<file path="src/sv/ftb_pkg.sv">
// filter_timer_bank package: bank size, operation and status codes, register indexes
// transaction types for the item and result channels, controller/datapath command and status structs
// no dependencies
package ftb_pkg;

	localparam int NUM_TIMERS = 8;
	localparam int TIDX_W     = (NUM_TIMERS > 1) ? $clog2(NUM_TIMERS) : 1;

	localparam logic [1:0] OP_TICK  = 2'd0;
	localparam logic [1:0] OP_INIT  = 2'd1;
	localparam logic [1:0] OP_START = 2'd2;
	localparam logic [1:0] OP_STOP  = 2'd3;

	localparam logic [1:0] ST_EXPIRED = 2'd0;
	localparam logic [1:0] ST_RUNNING = 2'd1;
	localparam logic [1:0] ST_INVALID = 2'd2;

	localparam logic [0:0] REG_FILTER_TIME = 1'b0;
	localparam logic [0:0] REG_PRESCALE    = 1'b1;

	typedef struct packed {
		logic [1:0] func;
		logic [3:0] timer_index;
	} req_t;

	typedef struct packed {
		logic [1:0] status;
		logic       prescale_wrap;
	} rsp_t;

	typedef struct packed {
		logic capture;
		logic prescale;
		logic single;
		logic walk;
	} dp_cmd_t;

	typedef struct packed {
		logic is_tick;
		logic is_init;
		logic wrap_hit;
		logic cur_last;
	} dp_stat_t;

endpackage

</file>
<file path="src/sv/ftb_ctrl.sv">
// filter_timer_bank controller: sequences one transaction through capture, execute,
// timer walk and result cycles; depends on ftb_pkg
module ftb_ctrl
	import ftb_pkg::*;
(
	input  logic     clk,
	input  logic     arst_n,
	input  logic     start,
	input  dp_stat_t stat,
	output dp_cmd_t  cmd,
	output logic     busy,
	output logic     done
);

	localparam logic [1:0] S_IDLE = 2'd0;
	localparam logic [1:0] S_EXEC = 2'd1;
	localparam logic [1:0] S_WALK = 2'd2;
	localparam logic [1:0] S_DONE = 2'd3;

	logic [1:0] state_q;
	logic [1:0] state_d;

	always_comb begin
		state_d = state_q;
		cmd     = '0;
		case (state_q)
			S_IDLE: begin
				if (start) begin
					cmd.capture = 1'b1;
					state_d     = S_EXEC;
				end
			end
			S_EXEC: begin
				if (stat.is_tick) begin
					cmd.prescale = 1'b1;
					state_d      = stat.wrap_hit ? S_WALK : S_DONE;
				end else begin
					cmd.single = 1'b1;
					state_d    = stat.is_init ? S_WALK : S_DONE;
				end
			end
			S_WALK: begin
				cmd.walk = 1'b1;
				if (stat.cur_last) begin
					state_d = S_DONE;
				end
			end
			S_DONE: begin
				state_d = S_IDLE;
			end
			default: begin
				state_d = S_IDLE;
			end
		endcase
	end

	always_ff @(posedge clk or negedge arst_n) begin
		if (!arst_n) begin
			state_q <= S_IDLE;
		end else begin
			state_q <= state_d;
		end
	end

	assign busy = (state_q != S_IDLE);
	assign done = (state_q == S_DONE);

endmodule

</file>
<file path="src/sv/ftb_dp.sv">
// filter_timer_bank datapath: config registers, prescaler, active mask, timer bank
// and result registers; depends on ftb_pkg
module ftb_dp
	import ftb_pkg::*;
(
	input  logic       clk,
	input  logic       arst_n,
	input  req_t       req,
	input  logic       cfg_we,
	input  logic [0:0] cfg_index,
	input  logic [7:0] cfg_data,
	input  dp_cmd_t    cmd,
	output dp_stat_t   stat,
	output rsp_t       rsp
);

	logic [7:0]            filter_q;
	logic [7:0]            period_q;
	logic [7:0]            cnt_q;
	logic [NUM_TIMERS-1:0] mask_q;
	logic [7:0]            tv_q [NUM_TIMERS];
	logic [TIDX_W-1:0]     cur_q;
	logic [1:0]            func_q;
	logic [3:0]            idx_q;
	logic [1:0]            status_q;
	logic                  wrap_q;

	logic [7:0]        cnt_inc;
	logic [TIDX_W-1:0] sel;
	logic [7:0]        rd_val;
	logic              idx_ok;

	assign cnt_inc = cnt_q + 8'd1;
	assign sel     = cmd.walk ? cur_q : idx_q[TIDX_W-1:0];
	assign rd_val  = tv_q[sel];
	assign idx_ok  = (idx_q < 4'(NUM_TIMERS));

	assign stat.is_tick  = (func_q == OP_TICK);
	assign stat.is_init  = (func_q == OP_INIT);
	assign stat.wrap_hit = (cnt_inc == period_q);
	assign stat.cur_last = (cur_q == TIDX_W'(NUM_TIMERS - 1));

	assign rsp.status        = status_q;
	assign rsp.prescale_wrap = wrap_q;

	always_ff @(posedge clk or negedge arst_n) begin
		if (!arst_n) begin
			filter_q <= 8'd1;
			period_q <= 8'd1;
			cnt_q    <= '0;
			mask_q   <= '0;
			tv_q     <= '{default: '0};
			cur_q    <= '0;
			func_q   <= OP_TICK;
			idx_q    <= '0;
			status_q <= ST_EXPIRED;
			wrap_q   <= 1'b0;
		end else begin
			if (cfg_we) begin
				case (cfg_index)
					REG_FILTER_TIME: filter_q <= cfg_data;
					REG_PRESCALE:    period_q <= cfg_data;
					default: ;
				endcase
			end
			if (cmd.capture) begin
				func_q   <= req.func;
				idx_q    <= req.timer_index;
				cur_q    <= '0;
				status_q <= ST_EXPIRED;
				wrap_q   <= 1'b0;
			end
			if (cmd.prescale) begin
				if (cnt_inc == period_q) begin
					cnt_q  <= '0;
					wrap_q <= 1'b1;
				end else begin
					cnt_q <= cnt_inc;
				end
			end
			if (cmd.single) begin
				case (func_q)
					OP_INIT: begin
						cnt_q  <= '0;
						mask_q <= '0;
					end
					OP_START: begin
						if (idx_ok) begin
							if (!mask_q[sel]) begin
								mask_q[sel] <= 1'b1;
								tv_q[sel]   <= filter_q;
								status_q    <= (filter_q != '0) ? ST_RUNNING : ST_EXPIRED;
							end else begin
								status_q <= (rd_val != '0) ? ST_RUNNING : ST_EXPIRED;
							end
						end else begin
							status_q <= ST_INVALID;
						end
					end
					OP_STOP: begin
						if (idx_ok) begin
							mask_q[sel] <= 1'b0;
							tv_q[sel]   <= filter_q;
						end
					end
					default: ;
				endcase
			end
			if (cmd.walk) begin
				if (func_q == OP_INIT) begin
					tv_q[sel] <= filter_q;
				end else if (mask_q[sel] && (rd_val != '0)) begin
					tv_q[sel] <= rd_val - 8'd1;
				end
				cur_q <= cur_q + 1'b1;
			end
		end
	end

endmodule

</file>
<file path="src/sv/filter_timer_bank.sv">
// filter_timer_bank top level: connects controller and datapath, config write channel
// depends on ftb_pkg, ftb_ctrl, ftb_dp
//
// One transaction at a time: start is taken when busy is low, and the result is valid on
// rsp while done is high for a single cycle, which the receiver cannot stall. Start, stop
// and ticks that do not wrap pass through capture, execute and result; init and a tick
// that wraps the prescaler also walk the timer bank, one timer per cycle, between
// execute and result. busy stays high in the cycle done is shown and falls in the cycle
// after it, so the next start is taken at the earliest in the cycle after done.
// Config writes are always ready and should be issued only while busy is low.
module filter_timer_bank
	import ftb_pkg::*;
(
	input  logic       clk,
	input  logic       arst_n,
	input  logic       start,
	output logic       busy,
	input  req_t       req,
	output logic       done,
	output rsp_t       rsp,
	input  logic       cfg_valid,
	output logic       cfg_ready,
	input  logic [0:0] cfg_index,
	input  logic [7:0] cfg_data
);

	dp_cmd_t  cmd;
	dp_stat_t stat;
	logic     ctl_busy;

	assign cfg_ready = 1'b1;
	assign busy      = ctl_busy;

	ftb_ctrl u_ctrl (
		.clk    (clk),
		.arst_n (arst_n),
		.start  (start),
		.stat   (stat),
		.cmd    (cmd),
		.busy   (ctl_busy),
		.done   (done)
	);

	ftb_dp u_dp (
		.clk       (clk),
		.arst_n    (arst_n),
		.req       (req),
		.cfg_we    (cfg_valid & cfg_ready),
		.cfg_index (cfg_index),
		.cfg_data  (cfg_data),
		.cmd       (cmd),
		.stat      (stat),
		.rsp       (rsp)
	);

endmodule

</file>
<file path="config.mk">
export PLATFORM = sky130hd
export DESIGN_NAME = filter_timer_bank
export DESIGN_NICKNAME = d
export VERILOG_FILES = /design/src/sv/ftb_pkg.sv /design/src/sv/ftb_ctrl.sv /design/src/sv/ftb_dp.sv /design/src/sv/filter_timer_bank.sv
export SDC_FILE = /design/constraint.sdc
export NUM_CORES = 1
export LEC_CHECK = 0
export BUFFER_PORTS_ARGS = -buffer_cell sky130_fd_sc_hd__buf_2
export CORE_ASPECT_RATIO = 1.25
export CORE_MARGIN = 1
export CORE_UTILIZATION = 50
export DETAILED_ROUTE_END_ITERATION = 16
export GPL_TIMING_DRIVEN = 0
export PLACE_DENSITY = 0.7
export REMOVE_ABC_BUFFERS = 1
export SYNTH_ARGS = -nofsm -noshare
export SYNTH_HDL_FRONTEND = slang
export SYNTH_SLANG_ARGS = --single-unit
export TNS_END_PERCENT = 5
</file>
<file path="constraint.sdc">
create_clock -name clk -period 10.1 [get_ports clk]
set_input_delay 1.01 -clock clk [delete_from_list [all_inputs] [get_ports clk]]
set_output_delay 1.01 -clock clk [all_outputs]
set_load 0.005 [all_outputs]
</file>
# Yosys cells after proc, flatten, opt, wreduce, memory -nomap -nowiden
# Cells that the tools add are included.
[word_totals]
register_bits = 110
output_inout_bits = 6
input_bits = 19
elab_cells = 111
[classes]
magnitude_cmp = 5
n_eq_ne = 13
n_reduce_logical = 14
n_bitwise = 5
muxes = 53
add_sub_neg = 3
[op_table]
columns = ["op", "count"]
rows = [
  ["two-way mux 64 bit", 7],
  ["bitwise mux 64 bit", 3],
  ["one-hot mux 64 bit (2 select lines)", 1],
  ["two-way mux 8 bit", 10],
  ["binary-select mux 8 bit (select 3 bit)", 1],
  ["demux 8 bit (select 3 bit)", 1],
  ["one-hot mux 8 bit (3 select lines)", 1],
  ["two-way mux 2 bit", 9],
  ["nonzero test 8 bit", 2],
  ["two-way mux 1 bit", 14],
  ["two-way mux 3 bit", 3],
  ["adder 8 x 1 -> 8 bit (second input constant)", 1],
  ["bitwise AND 8 bit", 1],
  ["equality test 2 bit (second input constant)", 4],
  ["equality test 8 bit", 1],
  ["inverter 8 bit", 1],
  ["bitwise OR 8 bit", 1],
  ["one-hot mux 2 bit (4 select lines)", 1],
  ["subtractor 8 x 1 -> 8 bit (second input constant)", 1],
  ["inequality test 2 bit (second input constant)", 3],
  ["AND reduction 2 bit", 3],
  ["AND reduction 5 bit", 1],
  ["equality test 2 x 1 -> 1 bit (second input constant)", 2],
  ["greater-or-equal comparator 4 bit (second input constant)", 1],
  ["15 further kinds", 20],
]

# Depth between registers and ports, before layout
[logic_depth]
depth_word = 17
ltp_mapped = 17
mapped_depth_nobuf = 12

# By module
# From an unflattened synthesis, not the netlist that was laid out.
[unflattened]
cells_unflattened = 854
hier_area_um2 = 7702.4
[modules_own_cells]
columns = ["module", "area_per_inst_um2", "instances", "cells_per_inst", "seq_area_each_um2"]
rows = [
  ["ftb_dp", 7467.2, 1, 828, 2705.1],
  ["ftb_ctrl", 224.0, 1, 24, 50.0],
  ["filter_timer_bank", 11.3, 1, 2, 0.0],
]

# Worst setup path after synthesis
# OpenSTA, ideal clock, no wires.
[synth_timing]
path_type = "flip-flop to flip-flop"
start = "register u_ctrl.state_q[0]"
end = "register u_dp.tv_q[23] (netlist name)"
slack_ps = 6559
path_stages_with_launch = 13
arrival_ps = 3417
required_time_ps = 9975
period_less_slack_ps = 3541
setup_ps = 125
n_path_buf = 1
path_cell_list = "dfrtp_1 -> inv_1 -> ha_1 -> mux2i_1 -> mux2_2 -> a221o_1 -> a2111oi_4 -> nor2_1 -> or2_1 -> clkbuf_1 -> o21ai_2 -> mux2_2 -> mux2_2"
[synth_via]
elab_chain_len = 17
word_cells_on_any_way = 30
cone_classes = "add/sub (1); order compare (2); eq/ne (2); mux (21); bitwise (1); reduce/logical (3)"
[synth_rtl]
columns = ["element", "line", "rtl"]
rows = [
  ["from (decl)", "ftb_ctrl.sv:20", "logic [1:0] state_q;"],
  ["from (signal assigned)", "ftb_ctrl.sv:61", "state_q <= state_d;"],
  ["equality test 2 bit", "ftb_ctrl.sv:26", "case (state_q)"],
  ["two-way mux 1 bit", "ftb_ctrl.sv:26", ""],
  ["two-way mux 3 bit", "ftb_dp.sv:34", "assign sel = cmd.walk ? cur_q : idx_q[TIDX_W-1:0];"],
  ["inverter 3 -> 4 bit (implied by the code)", "--", ""],
  ["greater-or-equal comparator 4 bit (implied by the code) / < comparator 4 x 1 -> 1 bit (equally long branches)", "--", ""],
  ["logical AND 1 bit (implied by the code)", "--", ""],
  ["two-way mux 8 bit (implied by the code)", "--", ""],
  ["demux 8 bit (select 3 bit)", "--", ""],
  ["bitwise mux 64 bit", "ftb_dp.sv:91, ftb_dp.sv:103", ""],
  ["two-way mux 64 bit", "ftb_dp.sv:89", "if (!mask_q[sel]) begin"],
  ["two-way mux 64 bit", "ftb_dp.sv:88", "if (idx_ok) begin"],
  ["one-hot mux 64 bit (2 select lines)", "ftb_dp.sv:82", "case (func_q)"],
  ["two-way mux 64 bit", "ftb_dp.sv:81", "if (cmd.single) begin"],
  ["bitwise mux 64 bit", "ftb_dp.sv:113", "tv_q[sel] <= rd_val - 8'd1;"],
  ["two-way mux 64 bit", "ftb_dp.sv:112", "end else if (mask_q[sel] && (rd_val != '0)) begin"],
  ["two-way mux 64 bit", "ftb_dp.sv:110", "if (func_q == OP_INIT) begin"],
  ["two-way mux 64 bit (*)", "ftb_dp.sv:109", "if (cmd.walk) begin"],
  ["to (signal, indexed assignment)", "ftb_dp.sv:103", "tv_q[sel] <= filter_q;"],
  ["to (signal, indexed assignment)", "ftb_dp.sv:111", "tv_q[sel] <= filter_q;"],
  ["to (signal, indexed assignment)", "ftb_dp.sv:113", ""],
  ["to (decl)", "ftb_dp.sv:21", "logic [7:0] tv_q [NUM_TIMERS];"],
]
# Every way passes the cells marked *; elsewhere a longest branch is shown, timed or not. The select of a mux whose other input is x is not followed.
# A chain may end at the register's enable or synchronous reset.

# Worst setup path after layout
[layout_timing]
start = "register u_ctrl.state_q[0]"
end = "register u_dp.tv_q[6] (netlist name)"
# Same word-level chain as after synthesis.

==> flow_summary_export.csv <==
group,metric,value,unit
run_status,status,"finished clean",
logic_synthesis,synth_seq_cells,110,
cts,numCtsBuffers,9,
cts,hold_buffers,0,
layout,seqCellArea,2760,sq um
cts,worstSkewPairLatency,0.37,ns
setup_path,slowest_stage,"o22ai_2",
timing,finalCritPeriodShare,56.6,%
setup_path,cp-end-kind,"register",
floorplan,fp.dieW,110,microns
detailed_routing,routed_via_density,7.08,
global_route,grt_use_total,34.9,%
global_route,grt_remaining_overflow,0,
floorplan,chipHeight,137,microns
logic_synthesis,seq_area_frac_synth,37.9,%
global_route,busiest_layer,"met2",
timing,setup_violations,0,
logic_synthesis,synth_top_area_cell,"dfrtp_1",
cts,postCtsSetupRepairBufs,0,
timing,skew,0.0120,ns
detailed_routing,drt_first_pass_iters,7,
detailed_routing,wl_per_cell,25.2,microns
logic_synthesis,synth_edf_count,0,
logic_synthesis,syn_avg_cell_area,9.04,sq um
place,place.gp.congestion,0.966,
detailed_routing,detail_route.iter0.violations,925,
floorplan,initial_utilization,51.9,%
detailed_routing,totalWireLength,24600,microns
global_route,grt_use_met2,53.5,%
layout,layout-drive-gt1-share,13.7,%
setup_path,crit_arrival,6.00,ns
hold_path,hold_class,"register to register",
hold_path,hp-start,"u_dp.wrap_q$_DFF_PN0_",
pwr,p_leak,0.00317,uW
timing,tightest_slew,1.32,ns
floorplan,core.rowCount,48,
setup_path,cpLargestDelayFamily,"compound AO/OA/AOI/OAI gates",
timing,slew_headroom,11.9,%
setup_path,r2r_cells,11,
cts,clkSinkCount,110,
setup_path,path_cells,"inv_1 -> ha_2 -> mux2i_2 -> mux2_2 -> o221ai_1 -> ha_1 -> nand3_1 -> o22ai_2 -> nor2_1 -> o21ai_2 -> a2bb2oi_1",
timing,fin_ws,4.39,ns
hold_path,holdPathStages,2,
layout,num-fill-cells,1245,
cts,cts_tree,"yes",
layout,antennaDiodeCount,0,
timing,slew_violations,0,
logic_synthesis,synthArstFlopShare,100,%
pwr,ir_drop,0.183,mV
floorplan,dieArea,15000,sq um
layout,multi_input_area,4240,sq um
logic_synthesis,synth_cells,804,
global_route,met3_usage,7.24,%
global_route,grt_use_met1,44.2,%
setup_path,crit_fanout,51,
timing,rsz0062_at_grt,"false",
pwr,power.density,387,nW/um^2
detailed_routing,drcViolationCount,0,
cts,path_clk_slew,0.08,ns
logic_synthesis,yosysUniqueCellTypes,77,
logic_synthesis,yosys_warnings,0,
floorplan,ios,25,
global_route,grt_pass1_vias,6710,
timing,finalCriticalPeriod,5.71,ns
setup_path,r2r_setup_slack,4.39,ns
timing,tns,0,ns
logic_synthesis,synthFlopType,"dfrtp_1",
place,post-place-ws,4.60,ns
logic_synthesis,ys_top_cells_by_count,"dfrtp_1, nand2_1, a21oi_1",
global_route,grt_max_degree,62,
cts,clk_path_buf_depth,2,
place,dp_hpwl,17300,microns
layout,num-nets-final,822,
setup_path,slowest_delay,1.06,ns
timing,hold_viol,0,
setup_path,crit_type,"register to register",
global_route,antenna_found_initial,0,
global_route,grt_pass1_wl,38300,microns
logic_synthesis,synth_top_area_share,37.2,%
setup_path,rr_endpoint,"u_dp.tv_q[6]$_DFF_PN0_",
cts,htreeDepth,3,
run,maxCapViolCount,0,
setup_path,path_buf_inv,1,
layout,area_delta_synth_final,6.94,%
setup_path,start_kind,"register",
cts,root_buffer,"clkbuf_16",
timing,fmax,175,MHz
floorplan,core_area,14000,sq um
setup_path,worstReg2RegStart,"u_ctrl.state_q[0]$_DFFE_PN0P_",
hold_path,hold_end,"u_dp.wrap_q$_DFF_PN0_",
detailed_routing,num_vias,6888,
logic_synthesis,post-synth-top-count-cell,"dfrtp_1",
logic_synthesis,synthesis.area,7270,sq um
logic_synthesis,synth.area.top_cells,"dfrtp_1, mux2_2, mux2i_1, nand2_1, a21oi_1",
detailed_routing,ant_nets,0,
place,port_buffers,23,
cts,post_cts_resized,0,
setup_path,required,10.38,ns
## report_power, final
group	leakage (uW)	internal [uW]	switching, uW
Combinational	0.00171	635	1190
Clock	0.000126	171	181
Sequential	0.00133	610	227
Total	0.00317	1420	1590
## sequential cells by signal, summed over array words and instances, names as in the netlist, 3 cells and up
register       count
u_dp.period_q      8
u_dp.mask_q        8
u_dp.idx_q         4
u_dp.cnt_q         8
u_dp.cur_q         3
u_dp.filter_q      8
u_dp.tv_q         64
## tightest hold or removal path, delay by kind of cell (launching register included)
family           cells  cell delay (ns)
AND/OR/NAND/NOR      1             0.05
AO/OA/AOI/OAI        1             0.05
flip-flops           1             0.35
## worst max path at each step
stage,startpoint,endpoint,slack [ns],depth (start not counted)
global route,u_ctrl.state_q[0]$_DFFE_PN0P_,u_dp.tv_q[14]$_DFF_PN0_,4.15,11
floorplan,u_ctrl.state_q[0]$_DFFE_PN0P_,u_dp.tv_q[23]$_DFF_PN0_,5.08,11
global placement,u_ctrl.state_q[0]$_DFFE_PN0P_,u_dp.tv_q[27]$_DFF_PN0_,3.11,11
CTS,u_ctrl.state_q[0]$_DFFE_PN0P_,u_dp.tv_q[6]$_DFF_PN0_,4.56,11
finish,u_ctrl.state_q[0]$_DFFE_PN0P_,u_dp.tv_q[6]$_DFF_PN0_,4.39,11
detailed placement,u_ctrl.state_q[0]$_DFFE_PN0P_,u_dp.tv_q[6]$_DFF_PN0_,4.60,11
## area by class of cell
| type | instances | area share [%] |
|---|---|---|
| Sequential cell | 110 | 35.4 |
| Timing Repair Buffer | 31 | 2.88 |
| Multi-Input combinational cell | 627 | 54.5 |
| Tap cell | 175 | 2.82 |
| Inverter | 14 | 0.676 |
| Clock buffer | 9 | 2.90 |
| Clock inverter | 7 | 0.757 |
## through the flow
step / total power, uW / std cells / hold WS [ns] / area [sq um] / util, %
global placement: 2520 / 949 / 0.467 / 7350 / 52.5
finish: 3010 / 973 / 0.487 / 7770 / 55.5
global route: 3170 / 973 / 0.533 / 7770 / 55.5
CTS: 2950 / 973 / 0.488 / 7770 / 55.5
detailed placement: 2590 / 957 / 0.467 / 7490 / 53.5
floorplan: 1980 / 751 / 0.473 / 7020 / -
## kinds of logic (layout without fill, tap and decap cells)
logic type	count (synthesis)	after routing	share of synthesized area [%]
compound gates	264	264	24.8
simple gates	263	263	18.5
flops	110	110	37.9
mux	74	74	11.0
buf+inv	67	61	4.20
xor+xnor	15	15	1.81
fa+ha+maj	10	10	1.72
other cells	1	1	0.0516
## layer usage
layer	up-vias	part of all wire [%]
met5	-	0
met4	0	6.6
met3	116	9.3
met2	440	46
met1	3339	38
li1	2993	-
## layout by cell type (no fill, tap or decap), types with 6 or more instances in the layout
cell type,instances
xnor2_1,13
a211oi_1,10
mux2i_1,34
a22o_1,12
inv_1,13
nor3_1,14
nor2b_1,11
o22ai_1,7
nand2_1,91
o21ai_0,42
o211ai_1,12
a21oi_1,66
nand3_1,44
o221ai_1,6
nand2b_1,12
buf_2,22
a22oi_1,30
mux2_2,36
nor2_1,35
o21ai_1,12
a2bb2oi_1,7
dfrtp_1,108
ha_1,9
nand3b_1,6
a32oi_1,7
clkbuf_16,9
Note: power is estimated with default switching activity, not from simulation.
